--- src/hw/rtl/mpfm_pkg.sv ---
// Shared types, constants and register indexes for the masked pattern search.
package mpfm_pkg;

  // window depth and width of the byte counter
  localparam int MAX_PATTERN = 32;
  localparam int OFFSET_BITS = 32;

  // pattern slots in the configuration registers
  localparam int CFG_SLOTS = 32;
  localparam int SLOT_BITS = $clog2(CFG_SLOTS);
  localparam int LEN_BITS  = 6;
  localparam int LEN_CAP   = (MAX_PATTERN < CFG_SLOTS) ? MAX_PATTERN : CFG_SLOTS;

  localparam int CFG_IDX_BITS  = 3;
  localparam int CFG_DATA_BITS = 64;
  localparam int RESULT_BITS   = 32;

  // register indexes
  localparam logic [CFG_IDX_BITS-1:0] CFG_PAT_0_7   = 3'd0;
  localparam logic [CFG_IDX_BITS-1:0] CFG_PAT_8_15  = 3'd1;
  localparam logic [CFG_IDX_BITS-1:0] CFG_PAT_16_23 = 3'd2;
  localparam logic [CFG_IDX_BITS-1:0] CFG_PAT_24_31 = 3'd3;
  localparam logic [CFG_IDX_BITS-1:0] CFG_WILDCARD  = 3'd4;
  localparam logic [CFG_IDX_BITS-1:0] CFG_LENGTH    = 3'd5;

  typedef logic [7:0]               byte_t;
  typedef logic [OFFSET_BITS-1:0]   count_t;
  typedef logic [LEN_BITS-1:0]      len_t;
  typedef logic [CFG_IDX_BITS-1:0]  cfg_idx_t;
  typedef logic [CFG_DATA_BITS-1:0] cfg_data_t;

  // pattern as seen from the window: entry k lines up with the byte k beats old
  typedef struct packed {
    logic  [MAX_PATTERN-1:0] active;
    byte_t [MAX_PATTERN-1:0] abyte;
    len_t                    len;
  } pattern_view_t;

  typedef struct packed {
    logic                   found;
    logic [RESULT_BITS-1:0] match_offset;
  } result_t;

  typedef struct packed {
    logic    valid;
    result_t res;
  } result_push_t;

endpackage

--- src/hw/rtl/mpfm_if.sv ---
// Stream interfaces: image bytes in, search results out.
interface mpfm_byte_if;
  logic               valid;
  logic               ready;
  mpfm_pkg::byte_t    data_byte;
  logic               last_byte;

  modport source (output valid, output data_byte, output last_byte, input ready);
  modport sink   (input valid, input data_byte, input last_byte, output ready);
endinterface

interface mpfm_result_if;
  logic                                   valid;
  logic                                   ready;
  logic                                   found;
  logic [mpfm_pkg::RESULT_BITS-1:0]       match_offset;

  modport source (output valid, output found, output match_offset, input ready);
  modport sink   (input valid, input found, input match_offset, output ready);
endinterface

--- src/hw/rtl/masked_pattern_first_match.sv ---
// Top level of the masked byte pattern search.
//
// Image bytes arrive on the bytes channel, one beat per byte, with last_byte
// set on the final byte of each image. Each image gives exactly one beat on
// the results channel: found with the start offset of the first match, or
// found low and offset zero when the image ends without a match. A match
// ending on the last byte counts as found.
// The pattern, its wildcard mask and its length are written through the
// cfg_we / cfg_index / cfg_data port; the user must write them only while no
// image is in flight; the block itself does not enforce this. Throughput:
// one byte per cycle while the result queue has a free slot; the window
// compare is a single combinational pass over all 32 window entries.
// The result queue holds two beats; bytes are taken while a slot is free,
// so a stalled receiver holds off the byte stream only once both are full.
// Reset clears the window, the count, the result queue and the registers
// (pattern length reads as one).
module masked_pattern_first_match (
  input  logic                 clk,
  input  logic                 rst,
  input  logic                 cfg_we,
  input  mpfm_pkg::cfg_idx_t   cfg_index,
  input  mpfm_pkg::cfg_data_t  cfg_data,
  mpfm_byte_if.sink            bytes,
  mpfm_result_if.source        results
);

  mpfm_pkg::pattern_view_t view;
  mpfm_pkg::result_push_t  push;
  logic                    space;
  logic                    accept;

  assign bytes.ready = space;
  assign accept      = bytes.valid && space;

  mpfm_cfg u_cfg (
    .clk       (clk),
    .rst       (rst),
    .cfg_we    (cfg_we),
    .cfg_index (cfg_index),
    .cfg_data  (cfg_data),
    .view      (view)
  );

  mpfm_match u_match (
    .clk       (clk),
    .rst       (rst),
    .accept    (accept),
    .data_byte (bytes.data_byte),
    .last_byte (bytes.last_byte),
    .view      (view),
    .push      (push)
  );

  mpfm_out u_out (
    .clk     (clk),
    .rst     (rst),
    .push    (push),
    .space   (space),
    .results (results)
  );

endmodule

--- src/hw/rtl/mpfm_cfg.sv ---
// Configuration registers and the window-aligned view of the pattern.
module mpfm_cfg (
  input  logic                      clk,
  input  logic                      rst,
  input  logic                      cfg_we,
  input  mpfm_pkg::cfg_idx_t        cfg_index,
  input  mpfm_pkg::cfg_data_t       cfg_data,
  output mpfm_pkg::pattern_view_t   view
);

  logic [3:0][63:0]                           pat;
  logic [mpfm_pkg::CFG_SLOTS-1:0]             wild;
  mpfm_pkg::len_t                             plen;
  mpfm_pkg::byte_t [mpfm_pkg::CFG_SLOTS-1:0]  pbytes;
  mpfm_pkg::len_t                             len;

  // register writes
  always_ff @(posedge clk) begin
    if (rst) begin
      pat  <= '0;
      wild <= '0;
      plen <= mpfm_pkg::LEN_BITS'(1);
    end else if (cfg_we) begin
      case (cfg_index)
        mpfm_pkg::CFG_PAT_0_7:   pat[0] <= cfg_data;
        mpfm_pkg::CFG_PAT_8_15:  pat[1] <= cfg_data;
        mpfm_pkg::CFG_PAT_16_23: pat[2] <= cfg_data;
        mpfm_pkg::CFG_PAT_24_31: pat[3] <= cfg_data;
        mpfm_pkg::CFG_WILDCARD:  wild   <= cfg_data[mpfm_pkg::CFG_SLOTS-1:0];
        mpfm_pkg::CFG_LENGTH:    plen   <= cfg_data[mpfm_pkg::LEN_BITS-1:0];
        default: ;
      endcase
    end
  end

  assign pbytes = pat;

  // zero length reads as one, long lengths clamp
  always_comb begin
    if (plen == '0)
      len = mpfm_pkg::LEN_BITS'(1);
    else if (plen > mpfm_pkg::LEN_BITS'(mpfm_pkg::LEN_CAP))
      len = mpfm_pkg::LEN_BITS'(mpfm_pkg::LEN_CAP);
    else
      len = plen;
  end

  // window entry k holds pattern byte len-1-k
  always_comb begin
    logic [mpfm_pkg::LEN_BITS-1:0] idx;
    view.len = len;
    for (int k = 0; k < mpfm_pkg::MAX_PATTERN; k++) begin
      idx = len - mpfm_pkg::LEN_BITS'(k) - mpfm_pkg::LEN_BITS'(1);
      view.abyte[k]  = pbytes[idx[mpfm_pkg::SLOT_BITS-1:0]];
      view.active[k] = (k < int'(len)) && !wild[idx[mpfm_pkg::SLOT_BITS-1:0]];
    end
  end

endmodule

--- src/hw/rtl/mpfm_match.sv ---
// Byte window, byte counter and the parallel masked compare.
module mpfm_match (
  input  logic                     clk,
  input  logic                     rst,
  input  logic                     accept,
  input  mpfm_pkg::byte_t          data_byte,
  input  logic                     last_byte,
  input  mpfm_pkg::pattern_view_t  view,
  output mpfm_pkg::result_push_t   push
);

  mpfm_pkg::byte_t [mpfm_pkg::MAX_PATTERN-1:0] window;
  mpfm_pkg::byte_t [mpfm_pkg::MAX_PATTERN-1:0] window_next;
  mpfm_pkg::count_t                            bytes_seen;
  mpfm_pkg::count_t                            bytes_seen_next;
  logic                                        reported;
  logic                                        hit;
  logic                                        long_enough;

  // shift in the new beat, newest at entry 0
  always_comb begin
    window_next[0] = data_byte;
    for (int k = 1; k < mpfm_pkg::MAX_PATTERN; k++)
      window_next[k] = window[k-1];
  end

  // saturating count
  assign bytes_seen_next = (bytes_seen == '1) ? bytes_seen : bytes_seen + 1'b1;
  assign long_enough =
    bytes_seen_next >= mpfm_pkg::count_t'(view.len);

  // masked compare over the whole window
  always_comb begin
    hit = long_enough;
    for (int k = 0; k < mpfm_pkg::MAX_PATTERN; k++)
      if (view.active[k] && window_next[k] != view.abyte[k])
        hit = 1'b0;
  end

  // one result per image: first match, or not found on the last beat
  always_comb begin
    push.valid            = accept && !reported && (hit || last_byte);
    push.res.found        = hit;
    push.res.match_offset = hit ?
      mpfm_pkg::RESULT_BITS'(bytes_seen_next - mpfm_pkg::count_t'(view.len)) : '0;
  end

  // window and counter; the last beat rearms
  always_ff @(posedge clk) begin
    if (rst) begin
      window     <= '0;
      bytes_seen <= '0;
      reported   <= 1'b0;
    end else if (accept) begin
      if (last_byte) begin
        window     <= '0;
        bytes_seen <= '0;
        reported   <= 1'b0;
      end else begin
        window     <= window_next;
        bytes_seen <= bytes_seen_next;
        if (push.valid)
          reported <= 1'b1;
      end
    end
  end

endmodule

--- src/hw/rtl/mpfm_out.sv ---
// Two-entry result queue: output register plus skid slot.
module mpfm_out (
  input  logic                    clk,
  input  logic                    rst,
  input  mpfm_pkg::result_push_t  push,
  output logic                    space,
  mpfm_result_if.source           results
);

  mpfm_pkg::result_t [1:0] q;
  logic [1:0]              cnt;
  logic                    pop;

  assign pop           = results.valid && results.ready;
  assign space         = (cnt != 2'd2);
  assign results.valid = (cnt != 2'd0);
  assign results.found        = q[0].found;
  assign results.match_offset = q[0].match_offset;

  // payload slots
  always_ff @(posedge clk) begin
    case ({push.valid, pop})
      2'b10: q[cnt[0]] <= push.res;
      2'b01: q[0] <= q[1];
      2'b11: begin
        if (cnt == 2'd1) begin
          q[0] <= push.res;
        end else begin
          q[0] <= q[1];
          q[1] <= push.res;
        end
      end
      default: ;
    endcase
  end

  // fill level
  always_ff @(posedge clk) begin
    if (rst) begin
      cnt <= 2'd0;
    end else begin
      case ({push.valid, pop})
        2'b10:   cnt <= cnt + 2'd1;
        2'b01:   cnt <= cnt - 2'd1;
        default: cnt <= cnt;
      endcase
    end
  end

endmodule

--- src/flat_wrapper.sv ---
// flat-port wrapper written by rule: the top's interface ports become plain ports
module masked_pattern_first_match_flat 
  (clk, rst, cfg_we, cfg_index, cfg_data, bytes_valid, bytes_data_byte, bytes_last_byte, bytes_ready, results_valid, results_found, results_match_offset, results_ready);
  mpfm_byte_if bytes_i ();
  mpfm_result_if results_i ();
  input  logic clk;
  input  logic rst;
  input  logic cfg_we;
  input  mpfm_pkg::cfg_idx_t cfg_index;
  input  mpfm_pkg::cfg_data_t cfg_data;
  input wire logic [$bits(bytes_i.valid)-1:0] bytes_valid;
  input wire logic [$bits(bytes_i.data_byte)-1:0] bytes_data_byte;
  input wire logic [$bits(bytes_i.last_byte)-1:0] bytes_last_byte;
  output wire logic [$bits(bytes_i.ready)-1:0] bytes_ready;
  output wire logic [$bits(results_i.valid)-1:0] results_valid;
  output wire logic [$bits(results_i.found)-1:0] results_found;
  output wire logic [$bits(results_i.match_offset)-1:0] results_match_offset;
  input wire logic [$bits(results_i.ready)-1:0] results_ready;
  assign bytes_i.valid = bytes_valid;
  assign bytes_i.data_byte = bytes_data_byte;
  assign bytes_i.last_byte = bytes_last_byte;
  assign bytes_ready = bytes_i.ready;
  assign results_valid = results_i.valid;
  assign results_found = results_i.found;
  assign results_match_offset = results_i.match_offset;
  assign results_i.ready = results_ready;
  masked_pattern_first_match u_core (.clk(clk), .rst(rst), .cfg_we(cfg_we), .cfg_index(cfg_index), .cfg_data(cfg_data), .bytes(bytes_i), .results(results_i));
endmodule
--- config.mk ---
export PLATFORM = sky130hd
export DESIGN_NAME = masked_pattern_first_match_flat
export DESIGN_NICKNAME = d
export VERILOG_FILES = /design/src/hw/rtl/mpfm_pkg.sv /design/src/hw/rtl/mpfm_if.sv /design/src/hw/rtl/masked_pattern_first_match.sv /design/src/hw/rtl/mpfm_cfg.sv /design/src/hw/rtl/mpfm_match.sv /design/src/hw/rtl/mpfm_out.sv /design/src/flat_wrapper.sv
export SDC_FILE = /design/constraint.sdc
export NUM_CORES = 2
export LEC_CHECK = 0
export ABC_AREA = 1
export BUFFER_PORTS_ARGS = -buffer_cell sky130_fd_sc_hd__buf_2
export CAP_MARGIN = 20
export CORE_ASPECT_RATIO = 1.5
export CORE_MARGIN = 5
export CORE_UTILIZATION = 34
export DETAILED_ROUTE_END_ITERATION = 16
export GPL_TIMING_DRIVEN = 1
export HOLD_SLACK_MARGIN = 0.06
export PLACE_DENSITY = 0.5
export SLEW_MARGIN = 20
export SYNTH_ARGS = -nofsm -noshare
export SYNTH_HDL_FRONTEND = slang
export SYNTH_SLANG_ARGS = --single-unit
--- constraint.sdc ---
create_clock -name clk -period 8.6 [get_ports clk]
set_input_delay 0.86 -clock clk [delete_from_list [all_inputs] [get_ports clk]]
set_output_delay 0.86 -clock clk [all_outputs]
set_load 0.02 [all_outputs]
==> results by group <==
Run status
  – Status: complete, no violations

Critical path
  – Startpoint types: register
  – FF-to-FF End: u_core.u_out.results.match_offset[10]$_DFFE_PP_
  – Max incr delay on CP: 690 ps
  – Crit path DAT: 7950 ps
  – Register-to-register setup slack: 1220 ps
  – CP Max Fanout: 75
  – Worst R2R Path Depth: 32
  – Most used cell along the critical path: nand2_1
  – Critical path type: register to register
  – Endpoint class of the critical path: register
  – Origin of the critical flop-to-flop path: u_core.u_cfg.plen[5]$_SDFFE_PP0P_
  – Worst EP required: 9170 ps
  – CP max stage cell: inv_2

Global route
  – GR Overflow Total: 0
  – First-pass GRT wire length: 437000 µm
  – Vias in the first global route: 54100
  – All-layer global routing usage: 40.1%
  – Initial antenna violation count: 11
  – Largest net degree at the start of global routing: 163

Logic synthesis
  – Mapped Area: 49600 µm²
  – Number of synthesized flops with an enable pin: 66
  – Netlist cell types: 50
  – Ys async rst share: 0%
  – Synthesized area per cell: about 5.8 µm²
  – Post-synth net total: 8713
  – Yosys Warn Count: 0
  – #FFs+latches synth: about 640
  – Ys flop type: dfxtp_1
  – Synth Instances: 8611
  – Register area share after synthesis: 27.3%

Clock network
  – CTS Buf Count: 76
  – Worst-Skew Late Latency: between 700 and 800 ps
  – Num Clock Sinks: 643
  – Clk buf depth: 3
  – CTS H-tree depth: 3
  – CTS Hold Buffers Added: 0
  – Post-CTS setup buffers: 0
  – Clock Pin Slew Worst Setup and Hold Paths: 60 ps
  – TritonCTS clock tree: yes
  – Resized Gates After CTS: 0
  – CTS root buffer: clkbuf_16

Route
  – First DRT Iteration DRCs: about 8000
  – Initial DRT Pass Iterations: 7
  – Total wire length: 323000 µm
  – Final ANT Viol Nets: 0
  – Drt wl/cell: between 30 and 40 µm
  – DRC Markers: 0
  – Via density per instance: between 5 and 6
  – Total number of vias: just over 60000

Hold path
  – Worst hold stages: 3
  – Hold EP: u_core.u_cfg.pat[161]$_SDFFE_PP0P_
  – Hold Startpoint: cfg_data[33]
  – Hold Path Class: input port to register

Pwr
  – Pwr Density: 200 nW/µm²
  – Static Leak: 23.7 nW
  – Maximum VDD drop: 0.160 mV

Die
  – Core area: 145000 µm²
  – Num rows: 171
  – Die height: 478 µm
  – Total Die Area: between 150000 and 200000 µm²
  – Initial Utilization: between 30 and 40%
  – Ports: 116
  – Die X-Extent: 322 µm

Cells and area
  – Area growth syn-to-layout: 9.19%
  – Fin nets: between 8000 and 9000
  – Final design utilization: 37.4%
  – Share of post-route cells with drive strength above 1: 6.19%

Run
  – Max-cap violations: 0

Timing
  – Crit share post-route: 85.8%
  – Unrepaired setup endpoints after global routing: false
  – Endpoints failing hold: 0
  – Headroom to the max-slew limit: ~20%
  – Achievable Freq: 135 MHz
  – Final Slew Violations: 0
  – Total negative slack: 0 ps
  – Final setup vio count: 0
  – Slew @ Worst Pin: 1180 ps
  – Worst clock skew: 38.3 ps
  – Min Clock Period, post-route: 7380 ps

Placed design
  – IO buf count: 115
  – Hpwl dp: 259000 µm
  – GPL Wtd Cong: 1.09
[final cells by class]
cell class | instances | area [µm²]
Fill cell | 16400 | 90700
Multi-Input combinational cell | 6833 | 31500
Sequential cell | 643 | 13500
Tap cell | 1903 | 2380
Clock buffer | 102 | 2180
Inverter | 572 | 2160
Timing Repair Buffer | 262 | 1990
Clock inverter | 35 | 342
Antenna cell | 8 | 20.0
[kinds of logic (layout without fill, tap and decap cells)]
logic type,Yosys count,in the layout,synth area share (%)
xor+xnor,98,98,1.97
flops,643,643,27.3
fa+ha+maj,21,21,0.545
compound gates,1303,1303,13.6
simple gates,5398,5398,46.8
other cells,0,8,0
buf+inv,1135,971,9.53
mux,13,13,0.263
[registers in the layout (all words and copies together) (netlist names)]
register / cells
u_core.u_match.bytes_seen: 32
u_core.u_out.q: 33
u_core.u_match.window: 248
u_core.u_out.cnt: 2
u_core.u_match.reported: 1
u_core.u_cfg.pat: 256
u_core.u_cfg.wild: 32
u_core.u_cfg.plen: 6
u_core.u_out.results.match_offset: 32
u_core.u_out.results.found: 1
[cells in the mapped netlist (10+ instances only)]
library cell  count  share of area (%)
or2_2            10               0.13
o21ai_1         171                1.7
a21oi_1         560                5.7
o211ai_1         35               0.53
mux2i_1          13               0.26
o21ai_0         496                5.0
ha_1             20               0.50
nand3_1        1656                 17
nand3b_1         92                1.4
xnor2_1          35               0.62
edfxtp_1         66                4.0
nand2_1        3157                 24
clkbuf_1        309                2.3
xor2_2           10               0.33
dfxtp_1         577                 23
nor3_1           33               0.33
inv_2            32               0.24
inv_1           532                4.0
buf_2           135                1.4
nand4_1          94                1.2
nor2_1          291                2.2
a21o_1           15               0.23
buf_4            62               0.94
buf_1            49               0.37
xor2_1           50               0.88
nor2_2           34               0.43
[how the worst max path moves through the flow]
stage | slack (ps) | from | endpoint
4_1_cts | 1420 | u_core.u_cfg.plen[5]$_SDFFE_PP0P_ | u_core.u_out.results.match_offset[13]$_DFFE_PP_
3_3_place_gp | 1460 | u_core.u_cfg.plen[5]$_SDFFE_PP0P_ | u_core.u_out.results.match_offset[21]$_DFFE_PP_
5_1_grt | 940 | u_core.u_cfg.plen[1]$_SDFFE_PP0P_ | u_core.u_out.results.match_offset[18]$_DFFE_PP_
2_1_floorplan | 2250 | u_core.u_cfg.plen[1]$_SDFFE_PP0P_ | u_core.u_out.results.found$_DFFE_PP_
6_report | 1220 | u_core.u_cfg.plen[5]$_SDFFE_PP0P_ | u_core.u_out.results.match_offset[10]$_DFFE_PP_
3_5_place_dp | 1470 | u_core.u_cfg.plen[5]$_SDFFE_PP0P_ | u_core.u_out.results.match_offset[9]$_DFFE_PP_
[per-layer routing]
| layer | vias up | wire [µm] | global-route usage (%) |
|---|---|---|---|
| met2 | 3232 | 142000 | 62.8 |
| li1 | 27900 | - | - |
| met4 | 0 | 30200 | 29.6 |
| met3 | 735 | 25400 | 6.15 |
| met5 | - | 0 | 0 |
| met1 | 29000 | 125000 | 49.8 |
[metrics by stage]
stage                     power (mW)  cells  setup slack (ps)  hold slack (ps)  area [µm²]
after floorplan                 5.62   8611              2250              431       49600
final                           10.8  10400              1220              444       54100
after CTS                       10.8  10400              1420              384       54100
after detailed placement        7.36  10200              1470              451       51600
after global placement          7.37  10200              1460              446       51600
after global routing            11.2  10400               939              443       54100
[report_power, final]
part	internal (mW)	switching [mW]	leakage, nW	total [mW]
clock	1.92	1.51	1.23	3.43
sequential	3.18	0.0781	5.32	3.26
combinational	0.929	3.21	17.1	4.14
[cell usage in the layout (no fill, tap or decap), drive strengths merged, types with 15 or more instances in the layout]
cell type,count
nand3,1661
o21ai,674
nand4,94
nor2,329
a21oi,562
clkinv,25
xor2,62
nor3,33
nand2,3167
xnor2,36
dfxtp,577
o211ai,35
inv,571
edfxtp,66
buf,262
a21o,15
clkbuf,102
nand3b,92
ha,20
[critical path: cells and delay by family (launching register included)]
kind / cells / cell delay, ps
and+or+nand+nor: 23 / 4120
buffers and inverters: 6 / 1790
adders and majority gates: 2 / 550
DFF: 1 / 470
xor gates and xnor gates: 1 / 180
(Power assumes the default switching activity.)
